--- src/rtl/itoa_fmt_pkg.sv ---
`timescale 1ns / 1ps
`default_nettype none

package itoa_fmt_pkg;

    // Payload field widths
    localparam int VALUE_W = 32;
    localparam int RADIX_W = 6;
    localparam int WIDTH_W = 7;
    localparam int PREC_W  = 6;
    localparam int SMODE_W = 2;
    localparam int CHAR_W  = 8;

    // Defaults for the top-level parameters
    localparam int VALUE_BITS_DEF = 32;
    localparam int MAX_DIGITS_DEF = 32;
    localparam int MAX_WIDTH_DEF  = 64;

    // Characters per number are capped at this count
    localparam int MAX_RESULTS = 64;
    localparam int POS_W       = $clog2(MAX_RESULTS + 1);
    // Layout arithmetic: lengths up to MAX_WIDTH + prefix + sign + MAX_DIGITS
    localparam int LEN_W       = 8;

    localparam logic [RADIX_W-1:0] RADIX_MIN = RADIX_W'(2);
    localparam logic [RADIX_W-1:0] RADIX_MAX = RADIX_W'(36);
    localparam logic [RADIX_W-1:0] RADIX_OCT = RADIX_W'(8);
    localparam logic [RADIX_W-1:0] RADIX_HEX = RADIX_W'(16);

    // sign_mode field codes
    localparam logic [SMODE_W-1:0] SMODE_PLUS  = 2'd1;
    localparam logic [SMODE_W-1:0] SMODE_SPACE = 2'd2;

    // Internal sign selection
    localparam logic [1:0] SIGN_NONE  = 2'd0;
    localparam logic [1:0] SIGN_MINUS = 2'd1;
    localparam logic [1:0] SIGN_PLUS  = 2'd2;
    localparam logic [1:0] SIGN_SPACE = 2'd3;

    localparam logic [CHAR_W-1:0] CH_SPACE = 8'h20;
    localparam logic [CHAR_W-1:0] CH_PLUS  = 8'h2B;
    localparam logic [CHAR_W-1:0] CH_MINUS = 8'h2D;
    localparam logic [CHAR_W-1:0] CH_ZERO  = 8'h30;
    localparam logic [CHAR_W-1:0] CH_UC_A  = 8'h41;
    localparam logic [CHAR_W-1:0] CH_UC_X  = 8'h58;
    localparam logic [CHAR_W-1:0] CH_LC_A  = 8'h61;
    localparam logic [CHAR_W-1:0] CH_LC_X  = 8'h78;

    typedef struct packed {
        logic load;
        logic div_step;
        logic store;
        logic lay1;
        logic lay2;
        logic fetch;
        logic put;
    } cmd_t;

    typedef struct packed {
        logic div_last;
        logic conv_done;
        logic out_free;
        logic pend_last;
    } status_t;

    function automatic logic [CHAR_W-1:0] digit_char(input logic [5:0] d, input logic uc);
        logic [CHAR_W-1:0] base;
        base = uc ? CH_UC_A : CH_LC_A;
        if (d < 6'd10) begin
            digit_char = CH_ZERO + CHAR_W'(d);
        end else begin
            digit_char = base + CHAR_W'(d) - CHAR_W'(10);
        end
    endfunction

endpackage

`default_nettype wire

--- src/rtl/itoa_fmt_ctrl.sv ---
`timescale 1ns / 1ps
`default_nettype none

module itoa_fmt_ctrl (
    input  wire                   aclk,
    input  wire                   aresetn,
    input  wire                   s_valid,
    output logic                  s_ready,
    input  itoa_fmt_pkg::status_t status,
    output itoa_fmt_pkg::cmd_t    cmd
);

    localparam logic [2:0] ST_IDLE  = 3'd0;
    localparam logic [2:0] ST_DIV   = 3'd1;
    localparam logic [2:0] ST_STORE = 3'd2;
    localparam logic [2:0] ST_LAY1  = 3'd3;
    localparam logic [2:0] ST_LAY2  = 3'd4;
    localparam logic [2:0] ST_FETCH = 3'd5;
    localparam logic [2:0] ST_PUT   = 3'd6;

    logic [2:0] state_reg;
    logic [2:0] state_next;

    always_comb begin
        state_next = state_reg;
        cmd        = '0;
        case (state_reg)
            ST_IDLE: begin
                if (s_valid) begin
                    cmd.load   = 1'b1;
                    state_next = ST_DIV;
                end
            end
            ST_DIV: begin
                cmd.div_step = 1'b1;
                if (status.div_last) begin
                    state_next = ST_STORE;
                end
            end
            ST_STORE: begin
                cmd.store  = 1'b1;
                state_next = status.conv_done ? ST_LAY1 : ST_DIV;
            end
            ST_LAY1: begin
                cmd.lay1   = 1'b1;
                state_next = ST_LAY2;
            end
            ST_LAY2: begin
                cmd.lay2   = 1'b1;
                state_next = ST_FETCH;
            end
            ST_FETCH: begin
                cmd.fetch  = 1'b1;
                state_next = ST_PUT;
            end
            ST_PUT: begin
                if (status.out_free) begin
                    cmd.put    = 1'b1;
                    state_next = status.pend_last ? ST_IDLE : ST_FETCH;
                end
            end
            default: begin
                state_next = ST_IDLE;
            end
        endcase
    end

    assign s_ready = (state_reg == ST_IDLE);

    always_ff @(posedge aclk) begin
        if (!aresetn) begin
            state_reg <= ST_IDLE;
        end else begin
            state_reg <= state_next;
        end
    end

endmodule

`default_nettype wire

--- src/rtl/itoa_fmt_dp.sv ---
`timescale 1ns / 1ps
`default_nettype none

module itoa_fmt_dp #(
    parameter int VALUE_BITS = itoa_fmt_pkg::VALUE_BITS_DEF,
    parameter int MAX_DIGITS = itoa_fmt_pkg::MAX_DIGITS_DEF,
    parameter int MAX_WIDTH  = itoa_fmt_pkg::MAX_WIDTH_DEF
) (
    input  wire                                   aclk,
    input  wire                                   aresetn,
    input  wire [itoa_fmt_pkg::VALUE_W-1:0]       s_value,
    input  wire [itoa_fmt_pkg::RADIX_W-1:0]       s_radix,
    input  wire [itoa_fmt_pkg::WIDTH_W-1:0]       s_width,
    input  wire [itoa_fmt_pkg::PREC_W-1:0]        s_min_digits,
    input  wire                                   s_zero_pad,
    input  wire                                   s_signed_conv,
    input  wire [itoa_fmt_pkg::SMODE_W-1:0]       s_sign_mode,
    input  wire                                   s_left_align,
    input  wire                                   s_alt_prefix,
    input  wire                                   s_upper_case,
    input  itoa_fmt_pkg::cmd_t                    cmd,
    output itoa_fmt_pkg::status_t                 status,
    output logic                                  m_valid,
    input  wire                                   m_ready,
    output logic [itoa_fmt_pkg::CHAR_W-1:0]       m_out_char,
    output logic                                  m_last
);

    localparam int AW    = $clog2(VALUE_BITS);
    localparam int NW    = $clog2(VALUE_BITS + 1);
    localparam int LEN_W = itoa_fmt_pkg::LEN_W;
    localparam int POS_W = itoa_fmt_pkg::POS_W;
    localparam int CW    = itoa_fmt_pkg::CHAR_W;
    localparam int RW    = itoa_fmt_pkg::RADIX_W;
    localparam int WW    = itoa_fmt_pkg::WIDTH_W;

    // Latched transaction fields
    logic [VALUE_BITS-1:0] quo_reg;
    logic [RW-1:0]         radix_reg;
    logic [WW-1:0]         width_reg;
    logic [WW-1:0]         prec_in_reg;
    logic                  zp_reg;
    logic                  left_reg;
    logic                  uc_reg;
    logic [1:0]            sign_reg;
    logic [1:0]            pfx_reg;

    // Divider
    logic [RW-1:0]         rem_reg;
    logic [AW-1:0]         bitcnt_reg;
    logic [NW-1:0]         n_reg;

    // Layout
    logic [LEN_W-1:0]      prec_reg;
    logic [WW-1:0]         padp_reg;
    logic [LEN_W-1:0]      b0_reg, b1_reg, b2_reg, b3_reg, b4_reg;
    logic [POS_W-1:0]      last_pos_reg;
    logic [POS_W-1:0]      pos_reg;

    // Fetch stage and output register
    logic [5:0]            digit_mem [VALUE_BITS];
    logic [5:0]            rd_data_reg;
    logic [CW-1:0]         pend_char_reg;
    logic                  pend_digit_reg;
    logic                  pend_last_reg;
    logic                  m_valid_reg;
    logic [CW-1:0]         out_char_reg;
    logic                  last_reg;

    // ---------------- load ----------------
    logic [VALUE_BITS-1:0] mag_raw;
    logic                  neg;
    logic [RW-1:0]         radix_cl;
    logic [WW-1:0]         width_cl;
    logic [WW-1:0]         prec_cl;
    logic [1:0]            sign_sel;
    logic [1:0]            pfx_sel;

    always_comb begin
        mag_raw  = VALUE_BITS'(s_value);
        neg      = s_signed_conv && mag_raw[VALUE_BITS-1];
        radix_cl = (s_radix < itoa_fmt_pkg::RADIX_MIN) ? itoa_fmt_pkg::RADIX_MIN :
                   (s_radix > itoa_fmt_pkg::RADIX_MAX) ? itoa_fmt_pkg::RADIX_MAX : s_radix;
        width_cl = (s_width > WW'(MAX_WIDTH)) ? WW'(MAX_WIDTH) : s_width;
        prec_cl  = (WW'(s_min_digits) > WW'(MAX_DIGITS)) ? WW'(MAX_DIGITS) : WW'(s_min_digits);
        sign_sel = itoa_fmt_pkg::SIGN_NONE;
        if (s_signed_conv) begin
            if (neg) begin
                sign_sel = itoa_fmt_pkg::SIGN_MINUS;
            end else if (s_sign_mode == itoa_fmt_pkg::SMODE_PLUS) begin
                sign_sel = itoa_fmt_pkg::SIGN_PLUS;
            end else if (s_sign_mode == itoa_fmt_pkg::SMODE_SPACE) begin
                sign_sel = itoa_fmt_pkg::SIGN_SPACE;
            end
        end
        pfx_sel = 2'd0;
        if (s_alt_prefix) begin
            if (radix_cl == itoa_fmt_pkg::RADIX_HEX) begin
                pfx_sel = 2'd2;
            end else if (radix_cl == itoa_fmt_pkg::RADIX_OCT) begin
                pfx_sel = 2'd1;
            end
        end
    end

    // ---------------- divider step ----------------
    logic [RW:0] trial;
    logic        ge;

    always_comb begin
        trial = {rem_reg, quo_reg[VALUE_BITS-1]};
        ge    = (trial >= {1'b0, radix_reg});
    end

    // ---------------- layout ----------------
    logic [LEN_W-1:0] n_len;
    logic [LEN_W-1:0] prec_eff;
    logic [LEN_W:0]   pad_s;
    logic [LEN_W-1:0] sign_len;
    logic [LEN_W-1:0] padp_len;
    logic [LEN_W-1:0] lead, zpad, trail;
    logic [LEN_W-1:0] b1_c, b2_c, b4_c, total;

    always_comb begin
        n_len    = LEN_W'(n_reg);
        prec_eff = (LEN_W'(prec_in_reg) > n_len) ? LEN_W'(prec_in_reg) : n_len;
        sign_len = (sign_reg != itoa_fmt_pkg::SIGN_NONE) ? LEN_W'(1) : LEN_W'(0);
        pad_s    = (LEN_W + 1)'(width_reg) - (LEN_W + 1)'(sign_len)
                 - (LEN_W + 1)'(pfx_reg) - (LEN_W + 1)'(prec_eff);

        padp_len = LEN_W'(padp_reg);
        lead     = (!zp_reg && !left_reg) ? padp_len : '0;
        zpad     = zp_reg ? padp_len : '0;
        trail    = left_reg ? padp_len : '0;
        b1_c     = lead + sign_len;
        b2_c     = b1_c + LEN_W'(pfx_reg);
        b4_c     = b2_c + zpad + prec_reg;
        total    = b4_c + trail;
    end

    // ---------------- character select ----------------
    logic [LEN_W-1:0] pe;
    logic [LEN_W-1:0] daddr;
    logic [CW-1:0]    ch_sel;
    logic             is_digit;
    logic [CW-1:0]    sign_ch;

    always_comb begin
        pe    = LEN_W'(pos_reg);
        daddr = b4_reg - LEN_W'(1) - pe;
        case (sign_reg)
            itoa_fmt_pkg::SIGN_MINUS: sign_ch = itoa_fmt_pkg::CH_MINUS;
            itoa_fmt_pkg::SIGN_PLUS:  sign_ch = itoa_fmt_pkg::CH_PLUS;
            default:                  sign_ch = itoa_fmt_pkg::CH_SPACE;
        endcase
        is_digit = 1'b0;
        if (pe < b0_reg) begin
            ch_sel = itoa_fmt_pkg::CH_SPACE;
        end else if (pe < b1_reg) begin
            ch_sel = sign_ch;
        end else if (pe < b2_reg) begin
            if (pe == b1_reg) begin
                ch_sel = itoa_fmt_pkg::CH_ZERO;
            end else begin
                ch_sel = uc_reg ? itoa_fmt_pkg::CH_UC_X : itoa_fmt_pkg::CH_LC_X;
            end
        end else if (pe < b3_reg) begin
            ch_sel = itoa_fmt_pkg::CH_ZERO;
        end else if (pe < b4_reg) begin
            ch_sel   = itoa_fmt_pkg::CH_ZERO;
            is_digit = 1'b1;
        end else begin
            ch_sel = itoa_fmt_pkg::CH_SPACE;
        end
    end

    // ---------------- registers ----------------
    always_ff @(posedge aclk) begin
        if (cmd.load) begin
            quo_reg     <= neg ? (VALUE_BITS'(0) - mag_raw) : mag_raw;
            radix_reg   <= radix_cl;
            width_reg   <= width_cl;
            prec_in_reg <= prec_cl;
            zp_reg      <= s_zero_pad && !s_left_align;
            left_reg    <= s_left_align;
            uc_reg      <= s_upper_case;
            sign_reg    <= sign_sel;
            pfx_reg     <= pfx_sel;
            rem_reg     <= '0;
            bitcnt_reg  <= '0;
            n_reg       <= '0;
        end
        if (cmd.div_step) begin
            quo_reg    <= {quo_reg[VALUE_BITS-2:0], ge};
            rem_reg    <= ge ? RW'(trial - {1'b0, radix_reg}) : trial[RW-1:0];
            bitcnt_reg <= bitcnt_reg + AW'(1);
        end
        if (cmd.store) begin
            n_reg      <= n_reg + NW'(1);
            rem_reg    <= '0;
            bitcnt_reg <= '0;
        end
        if (cmd.lay1) begin
            prec_reg <= prec_eff;
            padp_reg <= pad_s[LEN_W] ? '0 : WW'(pad_s);
        end
        if (cmd.lay2) begin
            b0_reg       <= lead;
            b1_reg       <= b1_c;
            b2_reg       <= b2_c;
            b3_reg       <= b4_c - n_len;
            b4_reg       <= b4_c;
            last_pos_reg <= (total > LEN_W'(itoa_fmt_pkg::MAX_RESULTS)) ?
                            POS_W'(itoa_fmt_pkg::MAX_RESULTS - 1) : POS_W'(total - LEN_W'(1));
            pos_reg      <= '0;
        end
        if (cmd.fetch) begin
            pend_char_reg  <= ch_sel;
            pend_digit_reg <= is_digit;
            pend_last_reg  <= (pos_reg == last_pos_reg);
        end
        if (cmd.put) begin
            out_char_reg <= pend_digit_reg ? itoa_fmt_pkg::digit_char(rd_data_reg, uc_reg)
                                           : pend_char_reg;
            last_reg     <= pend_last_reg;
            pos_reg      <= pos_reg + POS_W'(1);
        end
    end

    // digit store: written per converted digit, read once per digit character
    always_ff @(posedge aclk) begin
        if (cmd.store) begin
            digit_mem[n_reg[AW-1:0]] <= rem_reg;
        end
        if (cmd.fetch && is_digit) begin
            rd_data_reg <= digit_mem[daddr[AW-1:0]];
        end
    end

    always_ff @(posedge aclk) begin
        if (!aresetn) begin
            m_valid_reg <= 1'b0;
        end else if (cmd.put) begin
            m_valid_reg <= 1'b1;
        end else if (m_ready) begin
            m_valid_reg <= 1'b0;
        end
    end

    assign status.div_last  = (bitcnt_reg == AW'(VALUE_BITS - 1));
    assign status.conv_done = (quo_reg == '0) || (n_reg == NW'(VALUE_BITS - 1));
    assign status.out_free  = !m_valid_reg || m_ready;
    assign status.pend_last = pend_last_reg;

    assign m_valid    = m_valid_reg;
    assign m_out_char = out_char_reg;
    assign m_last     = last_reg;

endmodule

`default_nettype wire

--- src/rtl/integer_to_ascii_formatter_core.sv ---
`timescale 1ns / 1ps
`default_nettype none

// printf-style integer formatter (%d/%u/%o/%x style, any base 2..36). One
// transaction on the s_ side carries a number and its format; the m_ side then
// delivers the text one ASCII character per transaction, m_last on the final
// one (at most 64 characters). Digits come from a bit-serial divider: one
// quotient bit a cycle, then a store step for the digit; at least one digit
// is always produced. The layout steps lay1 and lay2 follow, then each
// character is fetched and then loaded into the output register, waiting
// while that register is still full and m_ready is low. A new transaction is
// taken once the last character has been loaded into the output register, so
// its conversion overlaps the hand-off of that character.
module integer_to_ascii_formatter_core #(
    parameter int VALUE_BITS = itoa_fmt_pkg::VALUE_BITS_DEF,
    parameter int MAX_DIGITS = itoa_fmt_pkg::MAX_DIGITS_DEF,
    parameter int MAX_WIDTH  = itoa_fmt_pkg::MAX_WIDTH_DEF
) (
    input  wire                              aclk,
    input  wire                              aresetn,
    input  wire                              s_valid,
    output logic                             s_ready,
    input  wire [itoa_fmt_pkg::VALUE_W-1:0]  s_value,
    input  wire [itoa_fmt_pkg::RADIX_W-1:0]  s_radix,
    input  wire [itoa_fmt_pkg::WIDTH_W-1:0]  s_width,
    input  wire [itoa_fmt_pkg::PREC_W-1:0]   s_min_digits,
    input  wire                              s_zero_pad,
    input  wire                              s_signed_conv,
    input  wire [itoa_fmt_pkg::SMODE_W-1:0]  s_sign_mode,
    input  wire                              s_left_align,
    input  wire                              s_alt_prefix,
    input  wire                              s_upper_case,
    output logic                             m_valid,
    input  wire                              m_ready,
    output logic [itoa_fmt_pkg::CHAR_W-1:0]  m_out_char,
    output logic                             m_last
);

    itoa_fmt_pkg::cmd_t    cmd;
    itoa_fmt_pkg::status_t status;

    itoa_fmt_ctrl u_ctrl (
        .aclk    (aclk),
        .aresetn (aresetn),
        .s_valid (s_valid),
        .s_ready (s_ready),
        .status  (status),
        .cmd     (cmd)
    );

    itoa_fmt_dp #(
        .VALUE_BITS (VALUE_BITS),
        .MAX_DIGITS (MAX_DIGITS),
        .MAX_WIDTH  (MAX_WIDTH)
    ) u_dp (
        .aclk          (aclk),
        .aresetn       (aresetn),
        .s_value       (s_value),
        .s_radix       (s_radix),
        .s_width       (s_width),
        .s_min_digits  (s_min_digits),
        .s_zero_pad    (s_zero_pad),
        .s_signed_conv (s_signed_conv),
        .s_sign_mode   (s_sign_mode),
        .s_left_align  (s_left_align),
        .s_alt_prefix  (s_alt_prefix),
        .s_upper_case  (s_upper_case),
        .cmd           (cmd),
        .status        (status),
        .m_valid       (m_valid),
        .m_ready       (m_ready),
        .m_out_char    (m_out_char),
        .m_last        (m_last)
    );

    // one command at a time from the controller
    a_cmd_onehot: assert property (@(posedge aclk) disable iff (!aresetn)
        $onehot0(cmd))
        else $error("controller issued overlapping commands");

    // a character is only loaded when the output register can take it
    a_put_free: assert property (@(posedge aclk) disable iff (!aresetn)
        cmd.put |-> (!m_valid || m_ready))
        else $error("output register overwritten before transaction");

    a_busy_after_accept: assert property (@(posedge aclk) disable iff (!aresetn)
        (s_valid && s_ready) |=> !s_ready)
        else $error("input taken again while converting");

    a_idle_after_last: assert property (@(posedge aclk) disable iff (!aresetn)
        (cmd.put && status.pend_last) |=> (s_ready && m_valid && m_last))
        else $error("final character did not return the block to idle");

endmodule

`default_nettype wire

--- config.mk ---
export PLATFORM = sky130hd
export DESIGN_NAME = integer_to_ascii_formatter_core
export DESIGN_NICKNAME = d
export VERILOG_FILES = /design/src/rtl/itoa_fmt_pkg.sv /design/src/rtl/itoa_fmt_ctrl.sv /design/src/rtl/itoa_fmt_dp.sv /design/src/rtl/integer_to_ascii_formatter_core.sv
export SDC_FILE = /design/constraint.sdc
export NUM_CORES = 1
export LEC_CHECK = 0
export BUFFER_PORTS_ARGS = -buffer_cell sky130_fd_sc_hd__buf_2
export CORE_ASPECT_RATIO = 0.7
export CORE_UTILIZATION = 60
export CTS_BUF_LIST = sky130_fd_sc_hd__clkbuf_4
export DETAILED_ROUTE_END_ITERATION = 12
export PLACE_DENSITY_LB_ADDON = 0.05
export REMOVE_ABC_BUFFERS = 1
export SLEW_MARGIN = 15
export SYNTH_ARGS = -nofsm -noshare
export SYNTH_HDL_FRONTEND = slang
export SYNTH_HIERARCHICAL = 1
export SYNTH_SLANG_ARGS = --single-unit
--- constraint.sdc ---
create_clock -name aclk -period 13.8 [get_ports aclk]
set_input_delay 2.76 -clock aclk [delete_from_list [all_inputs] [get_ports aclk]]
set_output_delay 2.76 -clock aclk [all_outputs]
set_load 0.005 [all_outputs]
# Word level (Yosys, flattened, before mapping)
# Memories as Yosys holds them, arrays and structs flattened. A register that Yosys moved wholly into a read port is not among the register bits.
# Index checks and enable logic that the tools add are counted.
[word_totals]
regBits = 168
n_memories = 1
ram_bits = 192
mem_bits_ro = 0
output_inout_bits = 11
in_bits = 62
latchBits = 0
word_cells = 163
[op_classes]
bitwise = 2
shift = 0
n_reduce_logical = 20
order_cmp = 13
add_sub_neg = 20
n_div = 0
multipliers = 0
muxes = 57
eq_ne = 19
[memory_table]
columns = ["name", "depth", "width", "read_ports", "rd_clocked_by_memory_dff", "write_ports", "line_no", "text"]
rows = [
  ["u_dp.digit_mem", 32, 6, 1, 1, 1, "itoa_fmt_dp.sv:61", "logic [5:0] digit_mem [VALUE_BITS];"],
]
[ops]
columns = ["cell", "count"]
rows = [
  ["$mux 32", 3],
  ["$mux 6", 8],
  ["$mux 8", 6],
  ["$mux 7", 6],
  ["$lt 7x8->1", 5],
  ["$logic_not 32->1", 1],
  ["$sub 1x32->32 const A", 1],
  ["$add 8x8->8", 3],
  ["$mux 1", 21],
  ["$pmux 3 s7", 1],
  ["$mux 5", 3],
  ["$eq 6x5->1 const B", 2],
  ["$gt 6x6->1 const B", 2],
  ["$mux 3", 4],
  ["$reduce_bool 2->1", 5],
  ["$eq 3x3->1 const B", 3],
  ["$sub 7x8->9", 1],
  ["$sub 9x2->9", 1],
  ["$sub 9x8->9", 1],
  ["$add 8x2->8", 1],
  ["$add 8x6->8", 1],
  ["$add 8x7->8", 1],
  ["$eq 7x8->1", 1],
  ["$gt 8x7->1 const B", 1],
  ["other kinds (32)", 49],
]

# Depth between registers and ports, before layout
[depth]
depth_word = 9
depth_mapped = 23

# Modules after synthesis
# The synthesis kept the hierarchy.
[modules_own_cells]
columns = ["module", "cells_per_inst", "area_each_um2", "instances"]
rows = [
  ["itoa_fmt_dp", 1317, 18102.4, 1],
  ["itoa_fmt_ctrl", 33, 265.3, 1],
]

# Worst setup path after synthesis
# Ideal clock, no wire load.
[synth_path]
kind = "register to register"
start = "register u_dp.zp_reg"
end = "register u_dp.last_pos_reg[0] (data pin)"
required_time_ns = 13.541
slack_ns = 8.554
stages_incl_launch_ff = 21
period_less_slack_ns = 5.246
arrival_time_ns = 4.988
n_path_buf = 1
cell_sequence = "edfxtp_1 -> nor2_1 -> and2_1 -> ha_1 -> ha_1 -> fa_1 -> xnor2_1 -> fa_1 -> fa_1 -> a21oi_1 -> o21bai_1 -> xor2_1 -> ha_1 -> clkbuf_1 -> inv_1 -> a221oi_1 -> o311ai_0 -> nor4_1 -> a21oi_1 -> nor2_2 -> nand2_1"
[synth_via]
elab_chain_len = 9
elab_cells_between_ends = 11
cone_classes = "add/sub: 6; order compare: 1; mux: 2; reduce/logical: 2"
[synth_lines]
columns = ["element", "line_no", "text"]
rows = [
  ["start, declared", "itoa_fmt_dp.sv:42", "logic zp_reg;"],
  ["start signal, assigned", "itoa_fmt_dp.sv:184", "zp_reg <= s_zero_pad && !s_left_align;"],
  ["$logic_not 1->1", "itoa_fmt_dp.sv:132", "lead = (!zp_reg && !left_reg) ? padp_len : '0;"],
  ["$logic_and 1x1->1", "itoa_fmt_dp.sv:132", ""],
  ["$mux 7", "itoa_fmt_dp.sv:132", ""],
  ["via u_dp.lead[0]", "itoa_fmt_dp.sv:121", "logic [LEN_W-1:0] lead, zpad, trail;"],
  ["$add 8x8->8", "itoa_fmt_dp.sv:135", "b1_c = lead + sign_len;"],
  ["via u_dp.b1_c[1]", "itoa_fmt_dp.sv:122", "logic [LEN_W-1:0] b1_c, b2_c, b4_c, total;"],
  ["$add 8x2->8", "itoa_fmt_dp.sv:136", "b2_c = b1_c + LEN_W'(pfx_reg);"],
  ["via u_dp.b2_c[2]", "itoa_fmt_dp.sv:122", ""],
  ["$add 8x8->8 (2 in a row)", "itoa_fmt_dp.sv:137", "b4_c = b2_c + zpad + prec_reg;"],
  ["via u_dp.b4_c[5]", "itoa_fmt_dp.sv:122", ""],
  ["$add 8x7->8", "itoa_fmt_dp.sv:138", "total = b4_c + trail;"],
  ["$gt 8x7->1", "itoa_fmt_dp.sv:213", "last_pos_reg <= (total > LEN_W'(itoa_fmt_pkg::MAX_RESULTS)) ?"],
  ["end signal, assigned", "itoa_fmt_dp.sv:213", ""],
  ["end, declared", "itoa_fmt_dp.sv:57", "logic [POS_W-1:0] last_pos_reg;"],
]
# The timed path passes the listed nets, and every way through them passes these cells.
# A chain may end at the register's enable or synchronous reset.

# Worst setup path after layout
[layout_path]
start = "register u_dp.zp_reg"
end = "register u_dp.last_pos_reg[4] (data pin)"
# Same word-level chain as after synthesis.

==> metrics.yaml <==
outcome:
  outcome: "completed"
worst_setup_path:
  arrival_ps: 6520
  crit_path_max_fanout: 14
  cp_common_cell: "ha_1"
  crit_type: "register to register"
  slowest_delay_ps: 550
  crit_family: "adder cells"
  required_ps: 14250
  setup.worst_path.start_class: "register"
  crit_path_end_kind: "register"
  critical-path-slowest-cell: "edfxtp_1"
  critical_path_buf_inv_count: 0
  crit_chain: "nor2_1, and2_1, ha_1, ha_1, ha_1, a21oi_1, nor2_1, xor2_1, fa_1, ha_1, a21oi_1, o21bai_1, xor2_1, ha_1, nor3b_1, a221oi_1, o311ai_0, nor4_1, a21oi_1, nor2_2, nand2_1"
route:
  ant_nets: 0
  drc_errors: 0
  viasPerCell: 5.69
  initialDrtViolationCount: 899
  wl_um: 38900
  vias: 11200
  post_drt_wl_per_cell_um: 19.8
  dr.pass1.iters: 5
floorplanning:
  core-area_um2: 30000
  rows: 53
  ioPinCount: 73
  die_h_um: 148
  dieArea_um2: 31300
  fp.dieW_um: 211
  initial_core_util_pct: 61.1
finish:
  fillers: 2221
  largest_reg_flops: 192
  final_layout_size_suffix_gt1_share_pct: 21.3
  nets: 1667
  layout_commonest_cell: "edfxtp_1"
  ff_latch_area_um2: 10700
  layout_common_cells: "346 x edfxtp_1, 135 x clkbuf_4, 107 x nor2_1, 107 x ha_1, 106 x inv_1"
  area_growth_pct: 10.6
  multi_input_area_um2: 7130
cts:
  clk_latency_ps: 760
  cts_buffers: 86
  clockBufferDepth: 3
  cts_tree: "built"
  cts-hold-fix-buffers: 0
  clkTransAtPathRegs_ps: 70
  cts_resized: 0
  cts_sinks: 361
  cts_root_buf: "clkbuf_4"
  post_cts.repair.setup_buffers: 0
  cts-htree-levels: 3
timing:
  fin_crit_sh_pct: 44.0
  clock-skew-final_ps: 55.1
  relSlewSlack_pct: 27.6
  finalSetupViolations: 0
  hold_viol: 0
  tns_ps: 0
  drv_slew: 0
  fmax_ghz: 0.165
  grt_setup_unrepaired: "false"
  min_period_ps: 6070
  tightest_slew_ps: 1080
placement:
  hpwlAfterDp_um: 27300
  gp_congestion: 0.868
  place.port_buffers: 72
global_routing:
  grt_max_degree: 75
  antenna_found_initial: 1
  overflow: 0
  grt_pass1_wl_um: 60500
  grt_pass1_vias: 11000
  grtUsageTotal_pct: 25.8
power:
  p_seq_share_pct: 46.9
  p_sw_uw: 965
  p_clk_share_pct: 28.0
  finalPower_mw: 3.10
  combPwrFrac_pct: 25.0
  ir_drop_mv: 0.126
  p_per_area_nw_per_um2: 153
  swShare_pct: 31.1
  power.internal_mw: 2.14
  p_leak_nw: 7.62
logic_synthesis:
  synth.cell_area_um2: 18400
  yosysSeqAreaShare_pct: 58.2
  synth_top_flop_cell: "edfxtp_1"
  syn_inst: 1350
  synth.distinct_cells: 68
  ys_seq_elements: 361
  synth.avg_cell_area_um2: 13.6
  async_flop_share_pct: 0
  synth-edff-count: 346
  yosys_warnings: 6
run:
  maxCapViolCount: 0
worst_hold_path:
  min_path_type: "register to register"
## cell usage after synthesis (12+ instances only)
cell type  count  share of area, %
a21o_1        14              0.57
a21oi_1       47               1.3
and2_1        33               1.1
clkbuf_1      29              0.59
dfxtp_1       15               1.6
edfxtp_1     346                57
fa_1          15               1.6
ha_1         108               7.4
inv_1        106               2.2
mux2_2        20               1.2
mux4_2        60               7.4
nand2_1       75               1.5
nand2b_1      12              0.41
nand3_1       23              0.63
nor2_1       107               2.2
nor2b_1       28              0.95
nor3_1        17              0.46
nor3b_1       13              0.53
nor4_1        14              0.48
o21a_1        13              0.53
o21ai_0       60               1.6
xnor2_1       54               2.6
xor2_1        37               1.8
## power by group through the flow
stage | registers, mW | logic [mW] | clock network (mW)
after floorplan | 1.48 | 0.526 | 0
after global placement | 1.47 | 0.747 | 0
after detailed placement | 1.48 | 0.768 | 0
after CTS | 1.45 | 0.771 | 0.891
after global routing | 1.46 | 0.865 | 0.944
final | 1.46 | 0.776 | 0.869
## layer usage
layer / vias up / routed length [um] / GRT usage, %
met1: 5424 / 18900 / 39.7
met2: 386 / 16400 / 35.9
met3: 59 / 2800 / 6.06
met4: 0 / 836 / 8.99
met5: - / 0 / 0
li1: 5306 / - / -
## path summary, 6_finish.rpt
path                                                   start                                  to  slack [ps]  depth (start not counted)
worst min-delay path            u_dp/pend_last_reg$_DFFE_PP_               u_dp/m_last$_DFFE_PP_         500                          0
worst min register to register  u_dp/pend_last_reg$_DFFE_PP_               u_dp/m_last$_DFFE_PP_         500                          0
worst max-delay path                   u_dp/zp_reg$_DFFE_PP_  u_dp/last_pos_reg[4]$_SDFFCE_PN1P_        7730                         21
worst max register to register         u_dp/zp_reg$_DFFE_PP_  u_dp/last_pos_reg[4]$_SDFFCE_PN1P_        7730                         21
## logic make-up (layout without fill, tap and decap cells)
logic type	after synthesis	count (layout)	share of synthesized area, %
flops	361	361	58.2
fa+ha+maj	123	123	8.99
buf+inv	146	348	3.14
other cells	0	1	0
xor+xnor	92	92	4.46
mux	89	89	9.07
compound gates	180	180	6.06
simple gates	359	359	10.1
## layout make-up
cell class,instances,area share (%)
Sequential cell,361,52.6
Inverter,106,1.96
Clock buffer,135,4.99
Tap cell,412,2.54
Clock inverter,23,0.536
Timing Repair Buffer,84,2.22
Antenna cell,1,0.0123
Multi-Input combinational cell,843,35.1
## through the flow
step                      utilization (%)  worst slack [ps]  hold slack (ps)  instance area (um2)  instances
after floorplan                         -              8500              451                18200       1310
after global placement               63.9              8050              484                19200       1806
after detailed placement             63.9              7810              482                19200       1806
after CTS                            67.6              7800              508                20300       1964
after global routing                 67.6              7250              532                20300       1965
final                                67.6              7730              503                20300       1965
(Power assumes the default switching activity.)
